## config.mk

```make
export PLATFORM = sky130hd
export DESIGN_NAME = nfcd_ctrl
export DESIGN_NICKNAME = d
export VERILOG_FILES = /design/src/rtl/nfcd_pkg.sv /design/src/rtl/nfcd_ctrl.sv
export SDC_FILE = /design/constraint.sdc
export NUM_CORES = 1
export LEC_CHECK = 0
export BUFFER_PORTS_ARGS = -buffer_cell sky130_fd_sc_hd__buf_2
export CORE_AREA = 2 2 39 41
export CTS_CLUSTER_SIZE = 8
export DETAILED_ROUTE_END_ITERATION = 7
export DIE_AREA = 0 0 41 43
export SYNTH_ARGS = -nofsm -noshare
export SYNTH_HDL_FRONTEND = slang
export SYNTH_SLANG_ARGS = --single-unit
```

## constraint.sdc

```tcl
create_clock -name clock -period 1.45 [get_ports clock]
set_input_delay 0.0725 -clock clock [delete_from_list [all_inputs] [get_ports clock]]
set_output_delay 0.0725 -clock clock [all_outputs]
set_load 0.02 [all_outputs]
```

## src/rtl/nfcd_pkg.sv

```systemverilog
// Shared types and constants for the NOR flash command device.
package nfcd_pkg;

   // Transaction kinds on the request channel
   localparam logic [1:0] OP_WRITE = 2'd0;
   localparam logic [1:0] OP_READ  = 2'd1;
   localparam logic [1:0] OP_TICK  = 2'd2;

   // Configuration register indexes
   localparam logic [2:0] CSR_MAKER_ID      = 3'd0;
   localparam logic [2:0] CSR_PART_ID       = 3'd1;
   localparam logic [2:0] CSR_BOOT_AT_TOP   = 3'd2;
   localparam logic [2:0] CSR_SIZE_CODE     = 3'd3;
   localparam logic [2:0] CSR_PROGRAM_TICKS = 3'd4;
   localparam logic [2:0] CSR_ERASE_TICKS   = 3'd5;

   // Command bytes and unlock addresses
   localparam logic [7:0]  CMD_UNLOCK1 = 8'hAA;
   localparam logic [7:0]  CMD_UNLOCK2 = 8'h55;
   localparam logic [7:0]  CMD_AUTOSEL = 8'h90;
   localparam logic [7:0]  CMD_PROGRAM = 8'hA0;
   localparam logic [7:0]  CMD_ERASE   = 8'h80;
   localparam logic [7:0]  CMD_SECTOR  = 8'h30;
   localparam logic [7:0]  CMD_RESET   = 8'hF0;
   localparam logic [10:0] ADDR_UNLOCK1 = 11'h555;
   localparam logic [10:0] ADDR_UNLOCK2 = 11'h2AA;

   localparam logic [15:0] ERASED_WORD = 16'hFFFF;

   // Device operating modes
   typedef enum logic [2:0] {
      MODE_READ  = 3'd0,
      MODE_ID    = 3'd1,
      MODE_PROG  = 3'd2,
      MODE_ERASE = 3'd3,
      MODE_FAIL  = 3'd4
   } mode_type;

   // Command sequence progress
   typedef enum logic [2:0] {
      STG_IDLE      = 3'd0,
      STG_UNLOCK1   = 3'd1,
      STG_UNLOCK2   = 3'd2,
      STG_PROG_DATA = 3'd3,
      STG_ERASE_SET = 3'd4,
      STG_ERASE_UL1 = 3'd5,
      STG_ERASE_UL2 = 3'd6
   } stage_type;

   typedef struct packed {
      logic accept;   // request beat taken, latch it and read the array
      logic exec;     // apply the latched beat, load the response
      logic clear;    // post-reset sweep step
      logic fill;     // erase sweep step
   } ctrl_cmd_type;

   typedef struct packed {
      logic clear_last;
      logic fill_last;
      logic fill_needed;
   } dp_status_type;

endpackage

```

## src/rtl/nfcd_ctrl.sv

```systemverilog
// Sequencer for the NOR flash command device: clear sweep, accept, execute, erase sweep.
module nfcd_ctrl import nfcd_pkg::*; (
   input  logic          clock,
   input  logic          reset,
   input  logic          req_valid,
   output logic          req_ready,
   output logic          rsp_valid,
   input  logic          rsp_ready,
   input  dp_status_type status,
   output ctrl_cmd_type  cmd
);

   typedef enum logic [3:0] {
      ST_CLEAR = 4'b0001,
      ST_IDLE  = 4'b0010,
      ST_EXEC  = 4'b0100,
      ST_FILL  = 4'b1000
   } state_type;

   state_type state_ff, state_in;
   logic      rsp_valid_ff, rsp_valid_in;

   // Take a beat only in idle and when the response slot is free or draining
   assign req_ready = (state_ff == ST_IDLE) && (!rsp_valid_ff || rsp_ready);
   assign rsp_valid = rsp_valid_ff;

   always_comb begin
      cmd.accept = req_valid && req_ready;
      cmd.exec   = (state_ff == ST_EXEC);
      cmd.clear  = (state_ff == ST_CLEAR);
      cmd.fill   = (state_ff == ST_FILL);
   end

   // Advance the sequencer
   always_comb begin
      state_in = state_ff;
      unique case (state_ff)
         ST_CLEAR: if (status.clear_last) state_in = ST_IDLE;
         ST_IDLE:  if (cmd.accept) state_in = ST_EXEC;
         ST_EXEC:  state_in = status.fill_needed ? ST_FILL : ST_IDLE;
         ST_FILL:  if (status.fill_last) state_in = ST_IDLE;
         default:  state_in = ST_IDLE;
      endcase
   end

   // Hold the response until taken
   always_comb begin
      rsp_valid_in = rsp_valid_ff;
      if (rsp_valid_ff && rsp_ready) rsp_valid_in = 1'b0;
      if (cmd.exec) rsp_valid_in = 1'b1;
   end

   always_ff @(posedge clock) begin
      if (reset) begin
         state_ff     <= ST_CLEAR;
         rsp_valid_ff <= 1'b0;
      end else begin
         state_ff     <= state_in;
         rsp_valid_ff <= rsp_valid_in;
      end
   end

   a_accept_exec: assert property (@(posedge clock) disable iff (reset)
      (req_valid && req_ready) |=> (state_ff == ST_EXEC))
      else $error("accepted beat not executed next cycle");

   a_rsp_from_exec: assert property (@(posedge clock) disable iff (reset)
      $rose(rsp_valid_ff) |-> $past(state_ff == ST_EXEC))
      else $error("response raised outside execute");

   a_no_accept_sweep: assert property (@(posedge clock) disable iff (reset)
      ((state_ff == ST_CLEAR) || (state_ff == ST_FILL)) |-> !req_ready)
      else $error("request taken during array sweep");

endmodule

```

; Word level (Yosys, flattened, before mapping)
; Index checks and enable logic that the tools add are counted.
[totals]
ff_bits = 5
inputBits = 7
out_inout_bits = 6
wordCells = 23
[op_classes]
eq_ne = 7
n_reduce_logical = 7
muxes = 7
[op_table]
columns = operator, n
row1 = $mux W4, 4
row2 = $pmux W4 S4, 1
row3 = $ne A2 B2 Y1 const B, 3
row4 = $eq A4 B1 Y1 const B, 1
row5 = $eq A4 B2 Y1 const B, 1
row6 = $eq A4 B3 Y1 const B, 1
row7 = $eq A4 B4 Y1 const B, 1
row8 = $logic_and A1 B1 Y1, 3
row9 = $reduce_and A3 Y1, 1
row10 = $mux W1, 2
row11 = $reduce_bool A2 Y1, 1
row12 = $logic_not A1 Y1, 1
row13 = $logic_or A1 B1 Y1, 1

; Longest topological paths before layout
[depth]
ltp_word = 6
ltp_mapped = 4
ltp_nobuf = 4

; Worst setup path after synthesis
; OpenSTA, ideal clock, no wires.
[synth_timing]
kind = register to register
start = register state_ff[3]
end = register state_ff[3]
required_ps = 1333
t_arrival_ps = 1480
synth_period_minus_slack_ps = 1597
stages_incl_launch_ff = 4
setup_time_ps = 117
n_path_buf = 0
setup_slack_ps = -147
cell_sequence = dfxtp_1 nor4b_1 a21o_1 nor2_1
[synth_lines]
columns = element, line_no
row1 = from (decl), nfcd_ctrl.sv:20  ; state_type state_ff, state_in;
row2 = from (signal assigned), nfcd_ctrl.sv:58  ; state_ff <= state_in;

; Final worst setup path
[layout_timing]
start = register state_ff[2]
end = output req_ready
[layout_via]
elab_chain_cells = 2
[layout_lines]
columns = element, line_no
row1 = $eq A4 B2 Y1, nfcd_ctrl.sv:24  ; assign req_ready = (state_ff == ST_IDLE) && (!rsp_valid_ff || rsp_ready);
row2 = $logic_and A1 B1 Y1, nfcd_ctrl.sv:24
row3 = to (decl), nfcd_ctrl.sv:6  ; output logic req_ready,
; No other way between the ends.

==> results.py <==
metrics = {
    "global_route": {
        "grt_pass1_vias": 291,
        "antenna_found_initial": 0,
        "grt.total_usage": 0.1006,
        "grt_start_max_net_pins": 8,
        "gr-total-overflow": 0,
        "grt_pass1_wl_mm": 1.117,
    },
    "drt": {
        "viasPerCell": 4.329,
        "drc": 0,
        "routed-via-count": 303,
        "ant_nets": 0,
        "drt-total-wl_um": 683,
        "wire_per_inst_um": 9.757,
        "first_pass_iters": 4,
        "drtIter0Drc": 3,
    },
    "sta": {
        "min_period_ns": 1.498,
        "hold_violations": 0,
        "fin_crit_sh": 1.033,
        "fmax_ghz": 0.6675,
        "tns_ns": -0.04817,
        "slew_viol_final": 0,
        "max_slew.worst_pin.slew_ns": 0.2497,
        "skew_ns": 0.002722,
        "setup_violations": 1,
        "relSlewSlack": 0.8312,
        "setup_ws_ns": -0.04817,
        "grt_setup_unrepaired": "true",
    },
    "cts": {
        "cts_made_buffers": 3,
        "clockRootBuffer": "clkbuf_4",
        "cts_buffer_depth": 2,
        "clk_pin_slew_worst_paths_ns": 0.04,
        "cts_sinks": 5,
        "clk_latency_ns": 0.24,
        "ctsHoldBuffers": 0,
        "cts-htree-levels": 1,
        "cts_tree": "yes",
    },
    "status": {
        "violations": "setup timing",
        "outcome": "complete, but fails checks",
    },
    "layout": {
        "fin_cells": 70,
        "mostFrequentLayoutCell": "buf_2",
        "final_cell_mix": "buf_2, buf_4, nor2_1, dfxtp_1",
        "drive_gt1_frac": 0.5000,
        "nets": 62,
        "fillers": 152,
        "antenna_cells": 0,
        "multiInputGateArea_sq_um": 178.9,
        "utilization": 0.3255,
        "final-seq-area_sq_um": 103.9,
        "area_growth_pct": 56.52,
    },
    "floorplanning": {
        "die_area_sq_mm": 0.001763,
        "fp.dieW_um": 41,
        "ios": 13,
        "coreArea_sq_mm": 0.001384,
        "rows": 14,
        "initial_core_util": 0.2080,
        "die_height_um": 43,
    },
    "setup_path": {
        "worstPathRequired_ns": 1.38,
        "crit_type": "register to primary output",
        "crit_arrival_ns": 1.43,
        "worst_setup_path_end_kind": "primary output",
        "startpoint_type": "register",
        "ff2ff_path_depth": 4,
        "critPathMaxFanout": 3,
    },
    "pwr": {
        "cellPowerDensity_mw_per_mm2": 926.4,
        "p_leak_uw": 0.0002183,
        "ir_drop_v": 0.0003139,
    },
    "worst_hold_path": {
        "hold-path-cell-count": 2,
        "hold_class": "input port to register",
    },
    "yosys": {
        "synth_fp_nets": 40,
        "yosysUniqueCellTypes": 20,
        "syn_inst": 33,
        "ys_warn_count": 0,
        "ys_top_cells_by_area": "dfxtp_1, nand2b_1, nor4b_1",
        "synth.avg_cell_area_sq_um": 8.720,
        "synth_top_area_frac": 0.3478,
        "ys_seq_area_frac": 0.3478,
        "synth_seq_cells": 5,
        "synth_top_cell_by_area": "dfxtp_1",
        "netlist_area_sq_um": 287.8,
    },
    "place": {
        "place.gp.congestion": 0.6025,
        "hpwl_um": 529.6,
        "placed_cells": 64,
        "portBuffers": 12,
    },
    "job": {
        "drv_cap": 0,
    },
}
## layout make-up
type	instances	area share
sequential	5	0.2306
timing repair buffer	18	0.2528
clock buffer	4	0.05833
tap	16	0.04444
inverter	2	0.01667
multi-input combinational	25	0.3972
## registers in the layout, indices dropped and copies added (netlist names)
signal     count
rsp_valid      1
state_ff       4
## layer usage
metal / GRT usage / vias up / wire length, um
met4: 0.08000 / 0 / 0
li1: - / 161 / -
met1: 0.1165 / 137 / 291
met3: 0.04712 / 0 / 30
met2: 0.1344 / 5 / 361
met5: 0 / - / 0
## report_power, final
| part | switching (uW) | internal (uW) |
|---|---|---|
| Sequential | 5.43 | 147 |
| Combinational | 49.9 | 56.5 |
| Clock | 55.0 | 104 |
| Total | 110 | 307 |
## cells by family after synthesis
family | synth area share
AO/OA/AOI/OAI | 0.1522
buffers and inverters | 0.05219
flip-flops | 0.3478
AND/OR/NAND/NOR | 0.4087
multiplexers | 0.03913
## critical path, stage by stage (launching register included)
cell and delay [ns]:
dfxtp_1 0.30, or4b_4 0.54, and2b_2 0.23, buf_6 0.11
## synthesized netlist by cell type
library cell  n
a21o_1        1
inv_1         2
a22oi_1       1
nand2_1       1
mux2_2        1
o31ai_1       1
and2b_2       1
o22ai_1       1
nor3b_1       1
buf_4         1
nand2b_1      3
nand2b_4      1
nor4b_1       2
o21ai_0       1
nor3_1        2
or4b_4        1
a21oi_1       2
nor2_1        4
and3b_1       1
dfxtp_1       5
## worst paths after layout
| check | from | to | slack, ns |
|---|---|---|---|
| max | state_ff[2] | req_ready | -0.05 |
| min | reset | state_ff[1] | 0.05 |
| max reg2reg | state_ff[2] | state_ff[1] | 0.11 |
| min reg2reg | rsp_valid | rsp_valid | 0.52 |
## timing repair
action / CTS / global route
endpoints found under the setup margin: 2 / 3
setup buffers: 1 / 1
gates cloned: 0 / 0
resized for setup: 3 / 2
pin swaps: 1 / 0
## metrics by stage
step	hold slack (ns)	total power [uW]	instance area [sq um]	setup WS, ns
floorplan	0.1416	214.8	294.0	0.1608
global placement	0.3166	249.5	396.6	0.1736
detailed placement	0.2967	249.9	396.6	0.1511
CTS	0.03639	424.4	437.9	-0.05576
global route	0.05503	447.3	450.4	-0.08807
finish	0.04602	417.3	450.4	-0.04817
Power figures use the tool's default switching activity.
